### src/design/timed_unique_id_collector_unit_assert.svh
// assertion macros for the timed unique id collector
`ifndef TIMED_UNIQUE_ID_COLLECTOR_UNIT_ASSERT_SVH
`define TIMED_UNIQUE_ID_COLLECTOR_UNIT_ASSERT_SVH

// same-cycle implication, held off during reset
`define TUICU_ASSERT_NOW(label, clk, rst_n, ante, cons, msg) \
    label: assert property (@(posedge clk) disable iff (!rst_n) (ante) |-> (cons)) \
        else $error(msg);

// next-cycle implication, held off during reset
`define TUICU_ASSERT_NEXT(label, clk, rst_n, ante, cons, msg) \
    label: assert property (@(posedge clk) disable iff (!rst_n) (ante) |=> (cons)) \
        else $error(msg);

`endif

### src/design/tuicu_pkg.sv
// shared types and codes of the timed unique id collector
package tuicu_pkg;

    // number of entries in the id table
    localparam int TABLE_SIZE = 8;

    // operation codes of an input transfer
    localparam logic [1:0] OP_START  = 2'd0;
    localparam logic [1:0] OP_TICK   = 2'd1;
    localparam logic [1:0] OP_REPORT = 2'd2;

    // configuration register indexes
    localparam int CFG_IDX_W = 1;
    localparam logic [CFG_IDX_W-1:0] REG_WINDOW_MS   = 1'd0;
    localparam logic [CFG_IDX_W-1:0] REG_MAX_REQUEST = 1'd1;

    // result status codes
    typedef enum logic [2:0] {
        RES_STARTED      = 3'd0,
        RES_STORED       = 3'd1,
        RES_DUPLICATE    = 3'd2,
        RES_FULL_DROPPED = 3'd3,
        RES_IGNORED      = 3'd4,
        RES_RUNNING      = 3'd5,
        RES_FINISHED     = 3'd6
    } status_t;

    // controller states
    typedef enum logic [2:0] {
        S_IDLE,
        S_DISPATCH,
        S_SCAN,
        S_STORE,
        S_EMIT_RD,
        S_EMIT_PUSH,
        S_EMPTY
    } state_t;

    // commands from controller to datapath
    typedef struct packed {
        logic    capture;
        logic    start;
        logic    finish;
        logic    scan_init;
        logic    scan_step;
        logic    store;
        logic    emit_read;
        logic    emit_next;
        logic    push;
        logic    push_entry;
        status_t push_status;
    } cmd_t;

    // status from datapath to controller
    typedef struct packed {
        logic [1:0] op;
        logic       active;
        logic       close;
        logic       count_zero;
        logic       scan_done;
        logic       hit;
        logic       room;
        logic       slot_free;
        logic       emit_last;
    } sts_t;

endpackage

### src/design/timed_unique_id_collector_unit.sv
// top level of the timed unique id collector
//
//   channel   direction  handshake               payload
//   in        input      in_valid / in_stall     operation, now_ms, reported_id
//   out       output     out_valid / out_stall   status, running, count, entry_index,
//                                                entry_id, entry_valid, last
//   cfg       input      cfg_write_en            cfg_index, cfg_data
//
// start, ignored item and unfinished tick: the transfer is captured in idle and the result is pushed from dispatch
// report: dispatch, then the search, then the store decision; the search reads an entry a cycle
// finishing tick: dispatch, then a table read and a result push per stored entry, or one empty result if none
// reset clears the window state and the result valid flag; the table needs no clearing
// a stalled result holds the block in any state that pushes a result, a new input waits in idle
`include "timed_unique_id_collector_unit_assert.svh"

module timed_unique_id_collector_unit (
    input  logic                            clk,
    input  logic                            rst_n,
    input  logic                            cfg_write_en,
    input  logic [tuicu_pkg::CFG_IDX_W-1:0] cfg_index,
    input  logic [31:0]                     cfg_data,
    input  logic                            in_valid,
    output logic                            in_stall,
    input  logic [1:0]                      operation,
    input  logic [31:0]                     now_ms,
    input  logic [31:0]                     reported_id,
    output logic                            out_valid,
    input  logic                            out_stall,
    output logic [2:0]                      status,
    output logic                            running,
    output logic [3:0]                      count,
    output logic [2:0]                      entry_index,
    output logic [31:0]                     entry_id,
    output logic                            entry_valid,
    output logic                            last
);

    tuicu_pkg::cmd_t cmd;
    tuicu_pkg::sts_t sts;

    // sequencing
    tuicu_ctrl u_ctrl (
        .clk      (clk),
        .rst_n    (rst_n),
        .in_valid (in_valid),
        .in_stall (in_stall),
        .sts      (sts),
        .cmd      (cmd)
    );

    // window state, table and result register
    tuicu_dp u_dp (
        .clk          (clk),
        .rst_n        (rst_n),
        .cfg_write_en (cfg_write_en),
        .cfg_index    (cfg_index),
        .cfg_data     (cfg_data),
        .operation    (operation),
        .now_ms       (now_ms),
        .reported_id  (reported_id),
        .out_stall    (out_stall),
        .out_valid    (out_valid),
        .status       (status),
        .running      (running),
        .count        (count),
        .entry_index  (entry_index),
        .entry_id     (entry_id),
        .entry_valid  (entry_valid),
        .last         (last),
        .cmd          (cmd),
        .sts          (sts)
    );

    // checks
    `TUICU_ASSERT_NEXT(a_busy_after_transfer, clk, rst_n, in_valid && !in_stall, in_stall, "input taken while an item is in flight")
    `TUICU_ASSERT_NOW(a_store_needs_room, clk, rst_n, cmd.store, sts.room && !sts.hit, "id stored without room or as duplicate")
    `TUICU_ASSERT_NOW(a_not_last_is_entry, clk, rst_n, out_valid && !last, entry_valid && status == tuicu_pkg::RES_FINISHED, "non-final result is not a list entry")
    `TUICU_ASSERT_NOW(a_stored_while_running, clk, rst_n, out_valid && status == tuicu_pkg::RES_STORED, running, "id stored outside an open window")

endmodule

### src/design/tuicu_ram.sv
// generic single write, single read ram with registered read data
module tuicu_ram #(
    parameter int WIDTH = 32,
    parameter int DEPTH = 8
) (
    input  logic                                     clk,
    input  logic                                     wr_en,
    input  logic [((DEPTH > 1) ? $clog2(DEPTH) : 1)-1:0] wr_addr,
    input  logic [WIDTH-1:0]                         wr_data,
    input  logic                                     rd_en,
    input  logic [((DEPTH > 1) ? $clog2(DEPTH) : 1)-1:0] rd_addr,
    output logic [WIDTH-1:0]                         rd_data
);

    logic [WIDTH-1:0] mem_reg [DEPTH];
    logic [WIDTH-1:0] rd_data_reg;

    // write port
    always_ff @(posedge clk)
    begin
        if (wr_en)
        begin
            mem_reg[wr_addr] <= wr_data;
        end
    end

    // registered read port
    always_ff @(posedge clk)
    begin
        if (rd_en)
        begin
            rd_data_reg <= mem_reg[rd_addr];
        end
    end

    assign rd_data = rd_data_reg;

endmodule

### src/design/tuicu_ctrl.sv
// controller state machine of the timed unique id collector
module tuicu_ctrl (
    input  logic            clk,
    input  logic            rst_n,
    input  logic            in_valid,
    output logic            in_stall,
    input  tuicu_pkg::sts_t sts,
    output tuicu_pkg::cmd_t cmd
);

    tuicu_pkg::state_t state_reg;
    tuicu_pkg::state_t state_next;

    // state register
    always_ff @(posedge clk or negedge rst_n)
    begin
        if (!rst_n)
        begin
            state_reg <= tuicu_pkg::S_IDLE;
        end
        else
        begin
            state_reg <= state_next;
        end
    end

    // next state
    always_comb
    begin
        state_next = state_reg;
        case (state_reg)
            tuicu_pkg::S_IDLE:
            begin
                if (in_valid)
                begin
                    state_next = tuicu_pkg::S_DISPATCH;
                end
            end
            tuicu_pkg::S_DISPATCH:
            begin
                case (sts.op)
                    tuicu_pkg::OP_TICK:
                    begin
                        if (!sts.active || !sts.close)
                        begin
                            if (sts.slot_free)
                            begin
                                state_next = tuicu_pkg::S_IDLE;
                            end
                        end
                        else if (sts.count_zero)
                        begin
                            state_next = tuicu_pkg::S_EMPTY;
                        end
                        else
                        begin
                            state_next = tuicu_pkg::S_EMIT_RD;
                        end
                    end
                    tuicu_pkg::OP_REPORT:
                    begin
                        if (!sts.active)
                        begin
                            if (sts.slot_free)
                            begin
                                state_next = tuicu_pkg::S_IDLE;
                            end
                        end
                        else
                        begin
                            state_next = tuicu_pkg::S_SCAN;
                        end
                    end
                    default:
                    begin
                        if (sts.slot_free)
                        begin
                            state_next = tuicu_pkg::S_IDLE;
                        end
                    end
                endcase
            end
            tuicu_pkg::S_SCAN:
            begin
                if (sts.scan_done)
                begin
                    state_next = tuicu_pkg::S_STORE;
                end
            end
            tuicu_pkg::S_STORE:
            begin
                if (sts.slot_free)
                begin
                    state_next = tuicu_pkg::S_IDLE;
                end
            end
            tuicu_pkg::S_EMIT_RD:
            begin
                state_next = tuicu_pkg::S_EMIT_PUSH;
            end
            tuicu_pkg::S_EMIT_PUSH:
            begin
                if (sts.slot_free)
                begin
                    state_next = sts.emit_last ? tuicu_pkg::S_IDLE : tuicu_pkg::S_EMIT_RD;
                end
            end
            tuicu_pkg::S_EMPTY:
            begin
                if (sts.slot_free)
                begin
                    state_next = tuicu_pkg::S_IDLE;
                end
            end
            default:
            begin
                state_next = tuicu_pkg::S_IDLE;
            end
        endcase
    end

    // command outputs
    always_comb
    begin
        cmd = '0;
        cmd.push_status = tuicu_pkg::RES_IGNORED;
        in_stall = (state_reg != tuicu_pkg::S_IDLE);
        case (state_reg)
            tuicu_pkg::S_IDLE:
            begin
                cmd.capture = in_valid;
            end
            tuicu_pkg::S_DISPATCH:
            begin
                case (sts.op)
                    tuicu_pkg::OP_START:
                    begin
                        if (sts.slot_free)
                        begin
                            cmd.start       = 1'b1;
                            cmd.push        = 1'b1;
                            cmd.push_status = tuicu_pkg::RES_STARTED;
                        end
                    end
                    tuicu_pkg::OP_TICK:
                    begin
                        if (!sts.active)
                        begin
                            cmd.push = sts.slot_free;
                        end
                        else if (!sts.close)
                        begin
                            cmd.push        = sts.slot_free;
                            cmd.push_status = tuicu_pkg::RES_RUNNING;
                        end
                        else
                        begin
                            cmd.finish    = 1'b1;
                            cmd.scan_init = 1'b1;
                        end
                    end
                    tuicu_pkg::OP_REPORT:
                    begin
                        if (!sts.active)
                        begin
                            cmd.push = sts.slot_free;
                        end
                        else
                        begin
                            cmd.scan_init = 1'b1;
                        end
                    end
                    default:
                    begin
                        cmd.push = sts.slot_free;
                    end
                endcase
            end
            tuicu_pkg::S_SCAN:
            begin
                cmd.scan_step = !sts.scan_done;
            end
            tuicu_pkg::S_STORE:
            begin
                if (sts.slot_free)
                begin
                    cmd.push = 1'b1;
                    if (sts.hit)
                    begin
                        cmd.push_status = tuicu_pkg::RES_DUPLICATE;
                    end
                    else if (sts.room)
                    begin
                        cmd.store       = 1'b1;
                        cmd.push_status = tuicu_pkg::RES_STORED;
                    end
                    else
                    begin
                        cmd.push_status = tuicu_pkg::RES_FULL_DROPPED;
                    end
                end
            end
            tuicu_pkg::S_EMIT_RD:
            begin
                cmd.emit_read = 1'b1;
            end
            tuicu_pkg::S_EMIT_PUSH:
            begin
                if (sts.slot_free)
                begin
                    cmd.push        = 1'b1;
                    cmd.push_entry  = 1'b1;
                    cmd.emit_next   = 1'b1;
                    cmd.push_status = tuicu_pkg::RES_FINISHED;
                end
            end
            tuicu_pkg::S_EMPTY:
            begin
                if (sts.slot_free)
                begin
                    cmd.push        = 1'b1;
                    cmd.push_status = tuicu_pkg::RES_FINISHED;
                end
            end
            default:
            begin
                cmd.capture = 1'b0;
            end
        endcase
    end

endmodule

### src/design/tuicu_dp.sv
// datapath of the timed unique id collector: window state, id table, result register
module tuicu_dp (
    input  logic                           clk,
    input  logic                           rst_n,
    input  logic                           cfg_write_en,
    input  logic [tuicu_pkg::CFG_IDX_W-1:0] cfg_index,
    input  logic [31:0]                    cfg_data,
    input  logic [1:0]                     operation,
    input  logic [31:0]                    now_ms,
    input  logic [31:0]                    reported_id,
    input  logic                           out_stall,
    output logic                           out_valid,
    output logic [2:0]                     status,
    output logic                           running,
    output logic [3:0]                     count,
    output logic [2:0]                     entry_index,
    output logic [31:0]                    entry_id,
    output logic                           entry_valid,
    output logic                           last,
    input  tuicu_pkg::cmd_t                cmd,
    output tuicu_pkg::sts_t                sts
);

    localparam int CNT_W = $clog2(tuicu_pkg::TABLE_SIZE + 1);
    localparam int IDX_W = (tuicu_pkg::TABLE_SIZE > 1) ? $clog2(tuicu_pkg::TABLE_SIZE) : 1;

    // configuration registers
    logic [31:0]      window_ms_reg;
    logic [7:0]       max_request_reg;

    // captured input transfer
    logic [1:0]       op_reg;
    logic [31:0]      now_reg;
    logic [31:0]      aid_reg;

    // window state
    logic [CNT_W-1:0] count_reg, count_next;
    logic             active_reg, active_next;
    logic [31:0]      deadline_reg, deadline_next;
    logic [CNT_W-1:0] limit_reg, limit_next;

    // walk over the table
    logic [CNT_W-1:0] scan_idx_reg, scan_idx_next;
    logic             pend_reg, pend_next;
    logic             hit_reg, hit_next;

    // result register
    logic             out_valid_reg, out_valid_next;
    logic [2:0]       out_status_reg, out_status_next;
    logic             out_running_reg, out_running_next;
    logic [3:0]       out_count_reg, out_count_next;
    logic [2:0]       out_index_reg, out_index_next;
    logic [31:0]      out_id_reg, out_id_next;
    logic             out_entry_valid_reg, out_entry_valid_next;
    logic             out_last_reg, out_last_next;

    logic [CNT_W-1:0] limit_sel;
    logic [31:0]      late_by;
    logic             scan_valid;
    logic             room;
    logic             emit_last;
    logic             slot_free;
    logic             rd_en;
    logic [31:0]      rd_data;

    // configuration writes
    always_ff @(posedge clk or negedge rst_n)
    begin
        if (!rst_n)
        begin
            window_ms_reg   <= '0;
            max_request_reg <= '0;
        end
        else if (cfg_write_en)
        begin
            case (cfg_index)
                tuicu_pkg::REG_WINDOW_MS:   window_ms_reg   <= cfg_data;
                tuicu_pkg::REG_MAX_REQUEST: max_request_reg <= cfg_data[7:0];
                default:                    window_ms_reg   <= window_ms_reg;
            endcase
        end
    end

    // input capture
    always_ff @(posedge clk)
    begin
        if (cmd.capture)
        begin
            op_reg  <= operation;
            now_reg <= now_ms;
            aid_reg <= reported_id;
        end
    end

    // id table
    tuicu_ram #(
        .WIDTH (32),
        .DEPTH (tuicu_pkg::TABLE_SIZE)
    ) u_table (
        .clk     (clk),
        .wr_en   (cmd.store),
        .wr_addr (count_reg[IDX_W-1:0]),
        .wr_data (aid_reg),
        .rd_en   (rd_en),
        .rd_addr (scan_idx_reg[IDX_W-1:0]),
        .rd_data (rd_data)
    );

    // limit from request: zero or oversize means the whole table
    assign limit_sel = (max_request_reg == 8'd0 || max_request_reg > 8'(tuicu_pkg::TABLE_SIZE))
                     ? CNT_W'(tuicu_pkg::TABLE_SIZE) : CNT_W'(max_request_reg);

    // wrap-safe deadline check and table room
    assign late_by    = now_reg - deadline_reg;
    assign room       = (count_reg < limit_reg);
    assign scan_valid = (scan_idx_reg < count_reg);
    assign emit_last  = ((scan_idx_reg + CNT_W'(1)) == count_reg);
    assign slot_free  = !out_valid_reg || !out_stall;
    assign rd_en      = (cmd.scan_step && scan_valid) || cmd.emit_read;

    // window state update
    always_comb
    begin
        count_next    = count_reg;
        active_next   = active_reg;
        deadline_next = deadline_reg;
        limit_next    = limit_reg;
        if (cmd.start)
        begin
            count_next    = '0;
            active_next   = 1'b1;
            deadline_next = now_reg + window_ms_reg;
            limit_next    = limit_sel;
        end
        else if (cmd.store)
        begin
            count_next = count_reg + CNT_W'(1);
        end
        if (cmd.finish)
        begin
            active_next = 1'b0;
        end
    end

    // table walk for duplicate search and emission
    always_comb
    begin
        scan_idx_next = scan_idx_reg;
        pend_next     = cmd.scan_step && scan_valid;
        hit_next      = hit_reg;
        if (cmd.scan_init)
        begin
            scan_idx_next = '0;
            hit_next      = 1'b0;
        end
        else
        begin
            if ((cmd.scan_step && scan_valid) || cmd.emit_next)
            begin
                scan_idx_next = scan_idx_reg + CNT_W'(1);
            end
            if (pend_reg && rd_data == aid_reg)
            begin
                hit_next = 1'b1;
            end
        end
    end

    // result register
    always_comb
    begin
        out_valid_next       = out_valid_reg;
        out_status_next      = out_status_reg;
        out_running_next     = out_running_reg;
        out_count_next       = out_count_reg;
        out_index_next       = out_index_reg;
        out_id_next          = out_id_reg;
        out_entry_valid_next = out_entry_valid_reg;
        out_last_next        = out_last_reg;
        if (cmd.push)
        begin
            out_valid_next   = 1'b1;
            out_status_next  = cmd.push_status;
            out_running_next = active_next;
            out_count_next   = 4'(count_next);
            if (cmd.push_entry)
            begin
                out_index_next       = 3'(scan_idx_reg);
                out_id_next          = rd_data;
                out_entry_valid_next = 1'b1;
                out_last_next        = emit_last;
            end
            else
            begin
                out_index_next       = '0;
                out_id_next          = '0;
                out_entry_valid_next = 1'b0;
                out_last_next        = 1'b1;
            end
        end
        else if (!out_stall)
        begin
            out_valid_next = 1'b0;
        end
    end

    // control registers
    always_ff @(posedge clk or negedge rst_n)
    begin
        if (!rst_n)
        begin
            count_reg     <= '0;
            active_reg    <= 1'b0;
            deadline_reg  <= '0;
            limit_reg     <= CNT_W'(tuicu_pkg::TABLE_SIZE);
            scan_idx_reg  <= '0;
            pend_reg      <= 1'b0;
            hit_reg       <= 1'b0;
            out_valid_reg <= 1'b0;
        end
        else
        begin
            count_reg     <= count_next;
            active_reg    <= active_next;
            deadline_reg  <= deadline_next;
            limit_reg     <= limit_next;
            scan_idx_reg  <= scan_idx_next;
            pend_reg      <= pend_next;
            hit_reg       <= hit_next;
            out_valid_reg <= out_valid_next;
        end
    end

    // result payload
    always_ff @(posedge clk)
    begin
        out_status_reg      <= out_status_next;
        out_running_reg     <= out_running_next;
        out_count_reg       <= out_count_next;
        out_index_reg       <= out_index_next;
        out_id_reg          <= out_id_next;
        out_entry_valid_reg <= out_entry_valid_next;
        out_last_reg        <= out_last_next;
    end

    // status to controller
    always_comb
    begin
        sts.op         = op_reg;
        sts.active     = active_reg;
        sts.close      = !late_by[31] || !room;
        sts.count_zero = (count_reg == '0);
        sts.scan_done  = !scan_valid && !pend_reg;
        sts.hit        = hit_reg;
        sts.room       = room;
        sts.slot_free  = slot_free;
        sts.emit_last  = emit_last;
    end

    assign out_valid   = out_valid_reg;
    assign status      = out_status_reg;
    assign running     = out_running_reg;
    assign count       = out_count_reg;
    assign entry_index = out_index_reg;
    assign entry_id    = out_id_reg;
    assign entry_valid = out_entry_valid_reg;
    assign last        = out_last_reg;

endmodule
### config.mk
export PLATFORM = sky130hd
export DESIGN_NAME = timed_unique_id_collector_unit
export DESIGN_NICKNAME = d
export VERILOG_FILES = /design/src/design/tuicu_pkg.sv /design/src/design/timed_unique_id_collector_unit.sv /design/src/design/tuicu_ram.sv /design/src/design/tuicu_ctrl.sv /design/src/design/tuicu_dp.sv
export VERILOG_INCLUDE_DIRS = /design/src /design/src/design
export SDC_FILE = /design/constraint.sdc
export NUM_CORES = 1
export LEC_CHECK = 0
export BUFFER_PORTS_ARGS = -buffer_cell sky130_fd_sc_hd__buf_2
export CAP_MARGIN = 15
export CORE_MARGIN = 3
export CORE_UTILIZATION = 37
export CTS_BUF_LIST = sky130_fd_sc_hd__clkbuf_4 sky130_fd_sc_hd__clkbuf_8
export CTS_CLUSTER_SIZE = 25
export DETAILED_ROUTE_END_ITERATION = 10
export GPL_ROUTABILITY_DRIVEN = 0
export PLACE_DENSITY = 0.62
export SKIP_LAST_GASP = 1
export SYNTH_ARGS = -nofsm -noshare
export SYNTH_HDL_FRONTEND = slang
export SYNTH_SLANG_ARGS = --single-unit
export TNS_END_PERCENT = 1
### constraint.sdc
create_clock -name clk -period 6.81 [get_ports clk]
set_input_delay 0.681 -clock clk [delete_from_list [all_inputs] [get_ports clk]]
set_output_delay 0.681 -clock clk [all_outputs]
set_load 0.05 [all_outputs]
==> metrics.txt <==
routed wl met2 22820 microns; Top Layer Used met4; H-tree levels 3; max cap viols 0; Max FO, Critical Path 39; Initial Util 0.3767; dpl cells 2178; via count of the first global-routing pass 12480; global-route wire length before repair 71640 microns; Max Fclk 259.5 MHz; post-route non-filler standard cell count 2333; min Tclk post-route 3.853 ns; die width 243.7 microns; via count 11710; cts hold-fix bufs 1; Worst Max-Slew Pin Slew 1.025 ns; R2R Path Start u_dp.now_reg[13]$_DFFE_PP_; crit end category register; crit path cell chain ha_1 > a21o_1 > a211o_1 > a221o_1 > a41o_1 > a221oi_2 > mux2i_1 > a31o_1 > o21ai_4 > buf_4; DRT iter0 DRCs 712; CP startpoint kind register; status completed; Synth cell types 62; count of cells along the worst hold path 1; synth top area cells edfxtp_1, dfrtp_1, mux4_2, ha_1, mux2_2; routed metal-1 wirelength 20020 microns; CTS tree built; drt pass-1 iters 5; hold_sp now_ms[14]; post-CTS sizing 0; Synth area leader edfxtp_1; area delta synth->final 16.47%; Reg clk slew, reported paths 0.07 ns; EDFF count, synth 399; # fillers 5014; period utilisation layout 0.5658; Critical Path Max Stage Delay 0.56 ns; pwr dens 387.7 nW/um^2; # port buffers 150; syn_area_per_cell 15.96 sq um; warnings from Yosys 0; required time of the critical path 7.09 ns; routed wire length 46180 microns; reg-to-reg setup timing slack 2.96 ns; Core Footprint 55520 sq um; residual DRC count 0; Clk Latency, worst-skew pair 0.66 ns; Final HPWL DP 28210 microns; layout net count 1695; Hold Path Class in -> reg; CTS Buf Count 83; FP Rows 86; initial antenna violation count 1; skew final 0.06146 ns; endpoint of the lowest-slack register-to-register path u_dp.entry_id[18]$_SDFFCE_PN0P_; CTS sink count 490; Pins Over Slew Limit 0; Vias/cell 5.019; Post-Syn Area 20910 sq um; register area share after synthesis 0.6818; Final setup viols 0; ys flop type edfxtp_1; Critical Path Slowest Stage Cell buf_4; Die ar. 59410 sq um; setup TNS after final layout 0 ns; WS Path Type reg -> reg; R2R depth 10; Hold Vio Cnt, Final 0; clock buffer depth 3; pre-CTS WS 2.977 ns; syn_nets 1489; clock root buffer clkbuf_8; PnR worst setup slack 2.957 ns; Antenna Nets Post-Route 0; wire per inst 19.79 microns; unrepaired setup endpoints after global routing no; share of layout cells above drive strength 1 0.2898; number of flip-flops under the largest register name 256; maximum number of pins on one net before global-route repair 70; static leakage 8.952 nW; total global-route track usage 0.1571; IO Count 151; Max IR drop VDD 201.3 uV; worst path arrival time 4.13 ns; Worst Hold Path EP u_dp.now_reg[14]$_DFFE_PP_; wire length on met3 2158 microns; total gr overflow 0; Seq cells post-synth 490; Rel. slew slack 0.3165; DIE HEIGHT 243.7 microns; top cell type's share of synthesized area 0.5729; FFs w/ async S/R, synth 0.1857; synthesized instance count 1310; Post-CTS Setup Repair Bufs 0
[per-layer routing]
| metal | vias up | track usage |
|---|---|---|
| met2 | 288 | 0.2664 |
| met1 | 5898 | 0.2031 |
| met5 | - | 0 |
| met4 | 0 | 0.05084 |
| met3 | 92 | 0.03159 |
| li1 | 5431 | - |
[worst max path at each step]
stage / startpoint / endpoint / slack (ns) / depth (start not counted)
after floorplan: u_dp.now_reg[13]$_DFFE_PP_ / u_dp.count[0]$_DFFE_PP_ / 2.02 / 9
after global placement: u_dp.now_reg[13]$_DFFE_PP_ / u_dp.entry_id[20]$_SDFFCE_PN0P_ / 2.98 / 10
after detailed placement: u_dp.now_reg[13]$_DFFE_PP_ / u_dp.entry_id[20]$_SDFFCE_PN0P_ / 2.98 / 10
after CTS: u_dp.now_reg[13]$_DFFE_PP_ / u_dp.count[0]$_DFFE_PP_ / 2.92 / 10
after global routing: u_dp.deadline_reg[13]$_DFFE_PN0P_ / u_dp.count[0]$_DFFE_PP_ / 2.65 / 11
final: u_dp.now_reg[13]$_DFFE_PP_ / u_dp.entry_id[18]$_SDFFCE_PN0P_ / 2.96 / 10
[worst max-delay path, delay by kind of cell, from the launching register on]
kind / cells / cell delay, ns
adders and majority gates: 1 / 0.30
buffers and inverters: 1 / 0.56
DFF: 1 / 0.40
muxes: 1 / 0.26
AOI/OAI and AO/OA: 7 / 1.92
[cells in the mapped netlist, types with 3 or more instances]
| library cell | number |
|---|---|
| or2_2 | 3 |
| a211oi_1 | 3 |
| o22ai_1 | 3 |
| o31ai_1 | 4 |
| dfrtp_1 | 90 |
| nor3_1 | 22 |
| o211ai_1 | 9 |
| nand3b_1 | 3 |
| o21ai_0 | 51 |
| inv_1 | 60 |
| o21a_1 | 6 |
| xnor2_1 | 49 |
| xor2_1 | 14 |
| nor2b_1 | 8 |
| a31oi_1 | 5 |
| a21o_1 | 23 |
| mux4_2 | 64 |
| nand3_1 | 20 |
| nor3b_1 | 4 |
| and3_1 | 4 |
| and2_1 | 38 |
| mux2i_1 | 4 |
| nand2_1 | 66 |
| nor4_1 | 7 |
| mux2_2 | 72 |
| ha_1 | 74 |
| a21oi_1 | 42 |
| or3_1 | 6 |
| clkbuf_1 | 40 |
| a21boi_0 | 3 |
| edfxtp_1 | 399 |
| nor2_1 | 40 |
| nand4_1 | 13 |
| buf_1 | 6 |
| a211o_1 | 3 |
| o21bai_1 | 5 |
| nand2b_1 | 12 |
[report_power, final]
group | leakage [nW] | internal, mW | total [mW] | switching (mW)
logic | 3.30 | 0.987 | 2.56 | 1.58
registers | 4.75 | 3.85 | 4.20 | 0.351
clock network | 0.902 | 1.50 | 2.68 | 1.18
[cell usage in the layout, fill, tap and decap left out, types with 23 or more instances in the layout]
cell type / Yosys / layout
a21o_1: 23 / 23
a21oi_1: 42 / 42
and2_1: 38 / 38
buf_2: 2 / 149
clkbuf_4: 0 / 26
clkbuf_8: 0 / 88
dfrtp_1: 90 / 88
edfxtp_1: 399 / 399
ha_1: 74 / 74
inv_1: 60 / 60
mux2_2: 72 / 72
mux4_2: 64 / 64
nand2_1: 66 / 66
nor2_1: 40 / 38
o21ai_0: 51 / 51
xnor2_1: 49 / 49
[through the flow]
stage	power [mW]	instance area [sq um]	hold WS, ns	util
6_report	9.445	24360	0.1860	0.4387
5_1_grt	10.00	24360	0.1364	0.4387
4_1_cts	9.576	24360	0.1227	0.4387
3_5_place_dp	6.860	22640	0.4679	0.4077
3_3_place_gp	6.810	22640	0.4591	0.4077
2_1_floorplan	6.096	20910	0.3854	-
[area by class of cell]
| type | count | area (sq um) | area share |
|---|---|---|---|
| multi-input cells | 712 | 6321 | 0.2595 |
| inverters | 60 | 225.2 | 0.009246 |
| clock inverters | 39 | 304.0 | 0.01248 |
| repair buffers | 169 | 898.4 | 0.03688 |
| flip-flops and latches | 490 | 14260 | 0.5856 |
| clock buffers | 114 | 1406 | 0.05774 |
| diodes | 1 | 2.502 | 0.0001027 |
| well taps | 748 | 935.9 | 0.03842 |
[kinds of logic after synthesis]
group	after synthesis	share of synthesized area
compound gates	182	0.05630
xor+xnor	63	0.02638
fa+ha+maj	76	0.04571
buf+inv	108	0.01950
flops	490	0.6818
mux	140	0.1096
simple gates	251	0.06066
(Power assumes the default switching activity.)
